### src/design/mpq_pkg.sv
`default_nettype none
package mpq_pkg;

    localparam int DEPTH  = 16;
    localparam int ADDR_W = $clog2(DEPTH);
    localparam int CNT_W  = $clog2(DEPTH + 1);

    localparam logic KIND_PUSH = 1'b0;
    localparam logic KIND_POP  = 1'b1;

    typedef struct packed {
        logic               kind;
        logic signed [31:0] value;
    } cmd_t;

    typedef struct packed {
        logic signed [31:0] top_value;
        logic               is_empty;
        logic               is_full;
        logic               dropped;
    } result_t;

endpackage
`default_nettype wire

### src/design/max_priority_queue_core.sv
`default_nettype none
// A pop ends in idle if empty or one entry is held, else ST_POP reads the new top; a push
// ends in idle if empty or full, else ST_CMP moves each larger entry up one place and writes
// the value, or ST_PUT writes it at 0. One compare unit, one memory with a read and a write port.
// One command at a time; busy stays high until done pulses, start may follow at once.
// Reset empties the queue at once; entries are never cleared; the receiver cannot stall.
module max_priority_queue_core (
    input  wire                   clk,
    input  wire                   rst_n,
    input  wire                   start,
    input  wire mpq_pkg::cmd_t    cmd,
    output logic                  busy,
    output logic                  done,
    output mpq_pkg::result_t      result
);

    typedef enum logic [3:0] {
        ST_IDLE = 4'b0001,
        ST_CMP  = 4'b0010,
        ST_PUT  = 4'b0100,
        ST_POP  = 4'b1000
    } state_t;

    localparam logic [mpq_pkg::CNT_W-1:0] CNT_ONE  = mpq_pkg::CNT_W'(1);
    localparam logic [mpq_pkg::CNT_W-1:0] CNT_TWO  = mpq_pkg::CNT_W'(2);
    localparam logic [mpq_pkg::CNT_W-1:0] CNT_FULL = mpq_pkg::CNT_W'(mpq_pkg::DEPTH);
    localparam logic [mpq_pkg::ADDR_W-1:0] ADDR_ONE = mpq_pkg::ADDR_W'(1);
    localparam logic [mpq_pkg::ADDR_W-1:0] ADDR_TWO = mpq_pkg::ADDR_W'(2);

    logic signed [31:0] mem [mpq_pkg::DEPTH];

    state_t                       state_reg, state_next;
    logic [mpq_pkg::CNT_W-1:0]    occ_reg, occ_next;
    logic [mpq_pkg::ADDR_W-1:0]   idx_reg, idx_next;
    logic signed [31:0]           val_reg, val_next;
    logic signed [31:0]           top_reg, top_next;
    logic                         done_reg, done_next;
    mpq_pkg::result_t             result_reg, result_next;
    logic signed [31:0]           rd_data_reg;

    logic                         wr_en;
    logic [mpq_pkg::ADDR_W-1:0]   wr_addr;
    logic signed [31:0]           wr_data;
    logic [mpq_pkg::ADDR_W-1:0]   rd_addr;

    always_comb
    begin
        state_next  = state_reg;
        occ_next    = occ_reg;
        idx_next    = idx_reg;
        val_next    = val_reg;
        top_next    = top_reg;
        done_next   = 1'b0;
        result_next = result_reg;
        wr_en       = 1'b0;
        wr_addr     = idx_reg;
        wr_data     = val_reg;
        rd_addr     = idx_reg - ADDR_TWO;

        case (state_reg)
            ST_IDLE:
            begin
                if (start)
                begin
                    if (cmd.kind == mpq_pkg::KIND_PUSH)
                    begin
                        if (occ_reg == CNT_FULL)
                        begin
                            done_next   = 1'b1;
                            result_next = '{top_reg, 1'b0, 1'b1, 1'b1};
                        end
                        else
                        begin
                            occ_next = occ_reg + CNT_ONE;
                            val_next = cmd.value;
                            if (occ_reg == '0 || cmd.value > top_reg)
                            begin
                                top_next = cmd.value;
                            end
                            if (occ_reg == '0)
                            begin
                                wr_en       = 1'b1;
                                wr_addr     = '0;
                                wr_data     = cmd.value;
                                done_next   = 1'b1;
                                result_next = '{cmd.value, 1'b0, (CNT_ONE == CNT_FULL), 1'b0};
                            end
                            else
                            begin
                                idx_next   = occ_reg[mpq_pkg::ADDR_W-1:0];
                                rd_addr    = mpq_pkg::ADDR_W'(occ_reg - CNT_ONE);
                                state_next = ST_CMP;
                            end
                        end
                    end
                    else
                    begin
                        if (occ_reg == '0 || occ_reg == CNT_ONE)
                        begin
                            occ_next    = '0;
                            done_next   = 1'b1;
                            result_next = '{32'sd0, 1'b1, 1'b0, 1'b0};
                        end
                        else
                        begin
                            occ_next   = occ_reg - CNT_ONE;
                            rd_addr    = mpq_pkg::ADDR_W'(occ_reg - CNT_TWO);
                            state_next = ST_POP;
                        end
                    end
                end
            end
            ST_CMP:
            begin
                wr_en = 1'b1;
                if (rd_data_reg > val_reg)
                begin
                    wr_data  = rd_data_reg;
                    idx_next = idx_reg - ADDR_ONE;
                    if (idx_reg == ADDR_ONE)
                    begin
                        state_next = ST_PUT;
                    end
                end
                else
                begin
                    done_next   = 1'b1;
                    result_next = '{top_reg, 1'b0, (occ_reg == CNT_FULL), 1'b0};
                    state_next  = ST_IDLE;
                end
            end
            ST_PUT:
            begin
                wr_en       = 1'b1;
                done_next   = 1'b1;
                result_next = '{top_reg, 1'b0, (occ_reg == CNT_FULL), 1'b0};
                state_next  = ST_IDLE;
            end
            ST_POP:
            begin
                top_next    = rd_data_reg;
                done_next   = 1'b1;
                result_next = '{rd_data_reg, 1'b0, 1'b0, 1'b0};
                state_next  = ST_IDLE;
            end
            default:
            begin
                state_next = ST_IDLE;
            end
        endcase
    end

    always_ff @(posedge clk or negedge rst_n)
    begin
        if (!rst_n)
        begin
            state_reg <= ST_IDLE;
            occ_reg   <= '0;
            done_reg  <= 1'b0;
        end
        else
        begin
            state_reg <= state_next;
            occ_reg   <= occ_next;
            done_reg  <= done_next;
        end
    end

    always_ff @(posedge clk)
    begin
        idx_reg    <= idx_next;
        val_reg    <= val_next;
        top_reg    <= top_next;
        result_reg <= result_next;
    end

    always_ff @(posedge clk)
    begin
        if (wr_en)
        begin
            mem[wr_addr] <= wr_data;
        end
        rd_data_reg <= mem[rd_addr];
    end

    assign busy   = (state_reg != ST_IDLE);
    assign done   = done_reg;
    assign result = result_reg;

endmodule
`default_nettype wire
### config.mk
export PLATFORM = sky130hd
export DESIGN_NAME = max_priority_queue_core
export DESIGN_NICKNAME = d
export VERILOG_FILES = /design/src/design/mpq_pkg.sv /design/src/design/max_priority_queue_core.sv
export SDC_FILE = /design/constraint.sdc
export NUM_CORES = 1
export LEC_CHECK = 0
export ABC_AREA = 1
export BUFFER_PORTS_ARGS = -buffer_cell sky130_fd_sc_hd__buf_2
export CAP_MARGIN = 20
export CORE_MARGIN = 2
export CORE_UTILIZATION = 57
export CTS_CLUSTER_DIAMETER = 50
export CTS_CLUSTER_SIZE = 12
export DETAILED_ROUTE_END_ITERATION = 10
export GPL_TIMING_DRIVEN = 0
export PLACE_DENSITY = 0.84
export SLEW_MARGIN = 20
export SYNTH_ARGS = -nofsm -noshare
export SYNTH_HDL_FRONTEND = slang
export SYNTH_SLANG_ARGS = --single-unit
export TNS_END_PERCENT = 100
### constraint.sdc
create_clock -name clk -period 4.4 [get_ports clk]
set_clock_uncertainty 0.05 [all_clocks]
set_input_delay 0.66 -clock clk [delete_from_list [all_inputs] [get_ports clk]]
set_output_delay 0.66 -clock clk [all_outputs]
set_load 0.1 [all_outputs]
==> out/results.tsv, run 1 <==
stage	metric	value	unit
global_routing	vias in the first global route	23040	
power_and_ir_drop	Leakage	14.10	nW
yosys	ys flop type	edfxtp_1	
power_and_ir_drop	Max VDD drop	340.1	uV
floorplan	Initial Util	57.63	%
place	Routability Congestion	0.9549	
worst_setup_path	worst reg-to-reg path cell count	14	
final_layout	Finished Cell Area	0.03489	sq mm
yosys	top-area cell type share of the netlist area	59.54	%
drt	number of vias per cell	6.015	
floorplan	Die Footprint	0.05629	sq mm
sta	Rel. slew slack	25.89	%
place	Placed Area	0.03290	sq mm
floorplan	Site Rows	85	
final_layout	Sequential cell area	0.01936	sq mm
sta	Tcrit/Tclk final	90.01	%
power_and_ir_drop	net switching component of the power	9.912	mW
clock_tree	clock root buffer	clkbuf_16	
power_and_ir_drop	clock share of power	22.7	%
worst_setup_path	Critical R2R Launch	val_reg[31]	
global_routing	gr usage total	29.95	%
clock_tree	clk sinks	657	
final_layout	layout cell share with drive strength beyond 1	10.44	%
yosys	syn_nets	3126	
yosys	ys async rst share	1.522	%
final_layout	# diodes	0	
yosys	Synth warnings	0	
worst_hold_path	Worst Hold Path EP	val_reg[31]	
global_routing	largest net degree at the start of global routing	23	
clock_tree	Post-CTS Setup Bufs	0	
power_and_ir_drop	Flop pwr share	36.9	%
clock_tree	htree depth	3	
sta	Final min period	3.961	ns
worst_hold_path	Hold Crit Class	in2reg	
yosys	Yosys top cell by area	edfxtp_1	
floorplan	die width	237.3	um
yosys	synthesis-stage register bit count	657	
drt	routed via count	23540	
worst_setup_path	max incr delay on CP	0.67	ns
worst_setup_path	WP data required	4.41	ns
worst_hold_path	Hold Crit Depth	1	
power_and_ir_drop	sw frac	41.86	%
drt	DR pass1 iterations	6	
yosys	synthesized area	0.03101	sq mm
yosys	Yosys cell types	39	
power_and_ir_drop	power per standard cell area	678.8	mW/mm^2
sta	RSZ-0062 raised after global routing	false	
place	IO Port Bufs	72	
clock_tree	CTS Buffer Depth	3	
yosys	Mapped Cells	3016	
drt	Avg WL per Cell	21.58	um
floorplan	core area	0.05381	sq mm
final_layout	filler instances	3814	
yosys	number of synthesized flops with an enable pin	615	
drt	Residual DRC	0	
power_and_ir_drop	Int Power	13.77	mW
clock_tree	TritonCTS clock tree	done	
clock_tree	clock-pin slew on the worst setup and hold paths	0.07	ns
worst_hold_path	Hold Startpoint	cmd[31]	
final_layout	Final nets	3298	
worst_setup_path	CP Cell Sequence	inv_1 > ha_1 > nand2_1 > nor2_1 > nand2_1 > nor3b_1 > nand2_1 > nand3_1 > nand3_1 > buf_2 > nand2_1 > nand2_1 > nand2_1 > nand3_1	
sta	Max Fclk	252.5	MHz
final_layout	Layout area overhead	12.48	%
global_routing	total gr overflow	0	
sta	Max Slew Vio Count	0	
sta	final setup violation count	0	
clock_tree	Inserted Clock Buffers	68	
yosys	Syn Area/Cell	10.28	sq um
final_layout	max reg flops	512	
worst_setup_path	Worst R2R End	mem[9][30]	
floorplan	number of I/O pins	73	
global_routing	initial antenna violation count	1	
clock_tree	clock latency on the worst-skew pair	0.62	ns
sta	Setup TNS	0	ns
final_layout	area of the multi-input gates	0.009738	sq mm
global_routing	first-pass GRT wire length	127900	um
sta	Final Hold Viols	0	
drt	drt total wl	84440	um
worst_setup_path	worst-path fanout max	16	
flow_run	# Max-Cap Violations	0	
outcome	status	completed	
power_and_ir_drop	combinational power share	40.4	%
worst_setup_path	flop2flop setup slack	0.44	ns
worst_setup_path	slowest stage cell, crit path	nand3_1	
worst_setup_path	crit start category	flip-flop	
worst_setup_path	Critical Path End Type	flip-flop	
floorplan	Die H	237.3	um
yosys	sequential fraction of the synthesis area	62.42	%
worst_setup_path	critical path class	reg2reg	
worst_setup_path	Critical Path AT	3.97	ns
sta	Slew @ Worst Pin	1.107	ns
worst_setup_path	cell repeated most along the worst path	nand2_1	
yosys	dominant cells by area after synthesis	edfxtp_1 60%, nand2_1 9.7%, nand3_1 7.5%	
place	HPWL Detailed	58580	um
drt	post-route ant nets	0	
drt	initial drt markers	3157	
==> cells in the mapped netlist, drive strengths merged, types with 10 or more instances <==
cell type  instances
dfxtp             32
nand3b           129
a21oi             37
nand3            463
inv              319
clkbuf            51
nand2            806
nand4             38
o21ai            101
buf              132
nor2              44
ha                74
nor3              10
o211ai           120
edfxtp           615
o221ai            11
==> power groups by stage <==
| stage | clock network, mW | registers (mW) | logic, mW |
|---|---|---|---|
| after floorplan | 0 | 9.33 | 5.47 |
| after global placement | 0 | 8.84 | 8.85 |
| after detailed placement | 0 | 8.83 | 9.19 |
| after CTS | 5.38 | 8.71 | 9.29 |
| after global routing | 5.61 | 8.77 | 10.3 |
| final | 5.37 | 8.73 | 9.58 |
==> metrics by stage <==
stage                     utilization [%]  worst slack [ns]  total power, mW  std cells  hold WS [ns]
after floorplan                         -           0.03012            14.80       3016        0.3144
after global placement              59.95            -1.840            17.69       3784        0.4618
after detailed placement            61.13            0.5319            18.03       3813        0.4868
after CTS                           64.83            0.5239            23.38       3913        0.2242
after global routing                64.83            0.2148            24.67       3913        0.2481
final                               64.83            0.4395            23.68       3913        0.2423
==> routing by layer <==
layer  global-route usage (%)  wire length [um]
met2                    48.69             39370
met3                    6.503              9830
met5                        0                 0
met4                    17.42              4618
met1                    37.22             30610
==> worst max path at each step <==
stage,startpoint,endpoint,cells after the start
6_report,val_reg[31],mem[9][30],14
5_1_grt,val_reg[31],mem[5][5],14
4_1_cts,occ_reg[0],mem[2][12],13
3_5_place_dp,cmd[31],top_reg[6],10
3_3_place_gp,state_reg[3],mem[0][4],5
2_1_floorplan,occ_reg[0],mem[11][0],12
==> area by class of cell <==
type,count,share of cell area [%]
plain buffers,183,2.500
repair buffers,102,2.475
well taps,696,2.496
clock buffers,86,5.283
multi-input cells,1856,27.91
inverters,320,3.443
flip-flops and latches,657,55.49
clock inverters,13,0.3945
==> cell families (layout without fill, tap and decap cells) <==
family,Yosys count,in the layout,share of synthesized area (%)
AND/OR/NAND/NOR,1493,1493,21.93
flip-flops,657,657,62.42
buffers and inverters,503,704,6.685
AO/OA/AOI/OAI,281,281,5.757
adder cells (fa/ha/maj),74,74,2.985
XOR/XNOR,8,8,0.2259
==> critical path, delay by kind of cell, from the launching register on <==
family,cells,cell delay [ns]
simple gates,11,2.18
flops,1,0.46
buf+inv,2,0.38
fa+ha+maj,1,0.35
==> repair_timing <==
action,4_1_cts,5_1_grt
hold endpoints to repair,9,0
setup endpoints to repair,0,0
gates resized for setup,0,0
hold buffers,1,0
==> layout by cell type, fill, tap and decap left out, drive strengths merged, types with 7 or more instances in the layout <==
cell type	netlist	layout
a21oi	37	37
buf	132	233
clkbuf	51	137
clkinv	1	7
dfrtp	9	9
dfxtp	32	32
edfxtp	615	615
ha	74	74
inv	319	325
nand2	806	806
nand3	463	463
nand3b	129	129
nand4	38	38
nor2	44	44
nor3	10	10
o211ai	120	120
o21ai	101	101
o221ai	11	11
Note: power is estimated with default switching activity, not from simulation.
==> run 2: changes to the inputs <==
CORE_UTILIZATION = 41   (was 57)
PLACE_DENSITY = 0.65   (was 0.84)
==> run 2 against run 1 <==
Net effect:
- register-to-register slack worse by 0.03 ns
- critical path depth up 1
- critical path type unchanged
- utilization down 17 points
- via count down 3.7%
- sequential share of layout area down 1.5 points
- combinational power about the same
==> out/results.tsv, run 2 (synthesis gave the netlist of run 1 again) <==
stage	metric	value	unit
global_routing	first-pass GRT wire length	130200	um
floorplan	core area	0.07470	sq mm
final_layout	Layout area overhead	15.52	%
final_layout	Final nets	3310	
worst_setup_path	flop2flop setup slack	0.41	ns
clock_tree	post_cts resized	0	
global_routing	vias in the first global route	22010	
global_routing	largest net degree at the start of global routing	28	
clock_tree	Post-CTS Setup Bufs	0	
floorplan	die width	279.0	um
worst_setup_path	WP data required	4.67	ns
final_layout	most frequent cells in the layout	802 x nand2_1, 615 x edfxtp_1, 463 x nand3_1	
drt	Residual DRC	0	
floorplan	Die H	279.0	um
worst_setup_path	critical path class	reg2reg	
drt	post-route ant nets	0	
drt	DR pass1 iterations	5	
clock_tree	clk sinks	657	
worst_setup_path	worst reg-to-reg path cell count	15	
clock_tree	htree depth	3	
place	DP Cell Count	4089	
clock_tree	clock-pin slew on the worst setup and hold paths	0.06	ns
drt	initial drt markers	2344	
global_routing	initial antenna violation count	3	
final_layout	layout cell share with drive strength beyond 1	11.31	%
sta	Final Hold Viols	0	
final_layout	most common cell after layout, fill and taps aside	nand2_1	
floorplan	Initial Util	41.52	%
worst_setup_path	worst-path fanout max	10	
drt	number of vias per cell	5.362	
sta	Max Fclk	250.3	MHz
sta	Max Slew Vio Count	0	
worst_setup_path	crit start category	flip-flop	
worst_hold_path	Worst Hold Path EP	val_reg[30]	
final_layout	Non-Filler Instances	4227	
clock_tree	hold_buf cts	1	
worst_setup_path	Critical R2R Launch	occ_reg[0]	
sta	Slew @ Worst Pin	1.134	ns
drt	drt total wl	86470	um
final_layout	max reg flops	512	
clock_tree	CTS Buffer Depth	3	
worst_hold_path	Hold Startpoint	cmd[30]	
worst_hold_path	Hold Crit Depth	1	
outcome	status	completed	
clock_tree	clock root buffer	clkbuf_16	
global_routing	gr usage total	22.11	%
sta	Tcrit/Tclk final	90.79	%
drt	routed via count	22670	
clock_tree	clock latency on the worst-skew pair	0.63	ns
sta	final setup violation count	0	
floorplan	Site Rows	100	
place	HPWL Detailed	61700	um
global_routing	total gr overflow	0	
clock_tree	Inserted Clock Buffers	77	
clock_tree	TritonCTS clock tree	done	
drt	Avg WL per Cell	20.46	um
place	IO Port Bufs	72	
sta	RSZ-0062 raised after global routing	false	
worst_hold_path	Hold Crit Class	in2reg	
power_and_ir_drop	Tot Pwr	24.81	mW
floorplan	Die Footprint	0.07786	sq mm
power_and_ir_drop	power per standard cell area	692.4	mW/mm^2
floorplan	number of I/O pins	73	
place	Routability Congestion	0.9068	
worst_setup_path	Critical Path AT	4.27	ns
power_and_ir_drop	Leakage	14.39	nW
sta	Final min period	3.995	ns
worst_setup_path	Critical Path End Type	flip-flop	
sta	Rel. slew slack	24.06	%
flow_run	# Max-Cap Violations	0	
worst_setup_path	Worst R2R End	mem[11][23]	
power_and_ir_drop	Max VDD drop	314.1	uV
## run 2: cell count changes in the layout (fill, tap and decap cells not counted), sizes merged
cell / previous run / this run
buf: 233 / 236
bufinv: 1 / 7
clkbuf: 137 / 150
diode: 0 / 3
inv: 325 / 332
clkinv: 7 / 14
clkinvlp: 0 / 2
## run 2: worst max-delay path, stage by stage (launching register included)
cell and delay, ns:
dfrtp_1 0.49, inv_1 0.16, ha_1 0.29, nand2_2 0.13, nor2_2 0.11, inv_1 0.12
buf_2 0.23, nor3_1 0.07, nand2_1 0.19, inv_1 0.12, nor2_1 0.15, nand3_1 0.26
nor3_2 0.65, buf_6 0.24, buf_4 0.20, buf_4 0.21
## run 2: through the flow
step | TNS (ns) | hold WS, ns | worst slack (ns) | instance area, sq um | utilization, %
2_1_floorplan | 0 | 0.3144 | 0.03012 | 31030 | -
3_3_place_gp | -648.70 | 0.4658 | -2.528 | 32600 | 43.64
3_5_place_dp | 0 | 0.4653 | 0.4819 | 33250 | 44.52
4_1_cts | 0 | 0.2070 | 0.4554 | 35820 | 47.95
5_1_grt | 0 | 0.2178 | 0.1305 | 35820 | 47.96
6_report | 0 | 0.2404 | 0.4054 | 35830 | 47.96
## run 2: metal layers
| layer | global-route usage, % | vias to the layer above | wire length, um |
|---|---|---|---|
| met5 | 0 | - | 0 |
| met4 | 7.582 | 0 | 2605 |
| met3 | 3.807 | 168 | 7304 |
| met2 | 37.18 | 987 | 41030 |
| met1 | 28.93 | 10680 | 35530 |
| li1 | - | 10830 | - |
## run 2: final cells by class
class	instances	area, sq um
Multi-Input combinational cell	1856	9738
Antenna cell	3	7.507
Tap cell	969	1212
Timing Repair Buffer	105	879.6
Fill cell	6742	38870
Sequential cell	657	19360
Clock inverter	35	452.9
Clock buffer	99	2105
Inverter	320	1201
Buffer	183	872.1
## run 2: worst max path at each step
| stage | slack (ns) | start | to | cells past startpoint |
|---|---|---|---|---|
| 2_1_floorplan | 0.03 | occ_reg[0] | mem[11][0] | 12 |
| 3_3_place_gp | -2.53 | occ_reg[0] | mem[11][26] | 12 |
| 3_5_place_dp | 0.48 | val_reg[31] | mem[14][5] | 14 |
| 4_1_cts | 0.46 | val_reg[31] | mem[5][5] | 14 |
| 5_1_grt | 0.13 | val_reg[31] | mem[10][5] | 14 |
| 6_report | 0.41 | occ_reg[0] | mem[11][23] | 15 |
## run 2: power by group
group | internal, mW | total (mW) | switching (mW)
Clock | 3.84 | 6.46 | 2.63
Combinational | 2.37 | 9.59 | 7.22
Sequential | 8.38 | 8.75 | 0.365
Total | 14.6 | 24.8 | 10.2
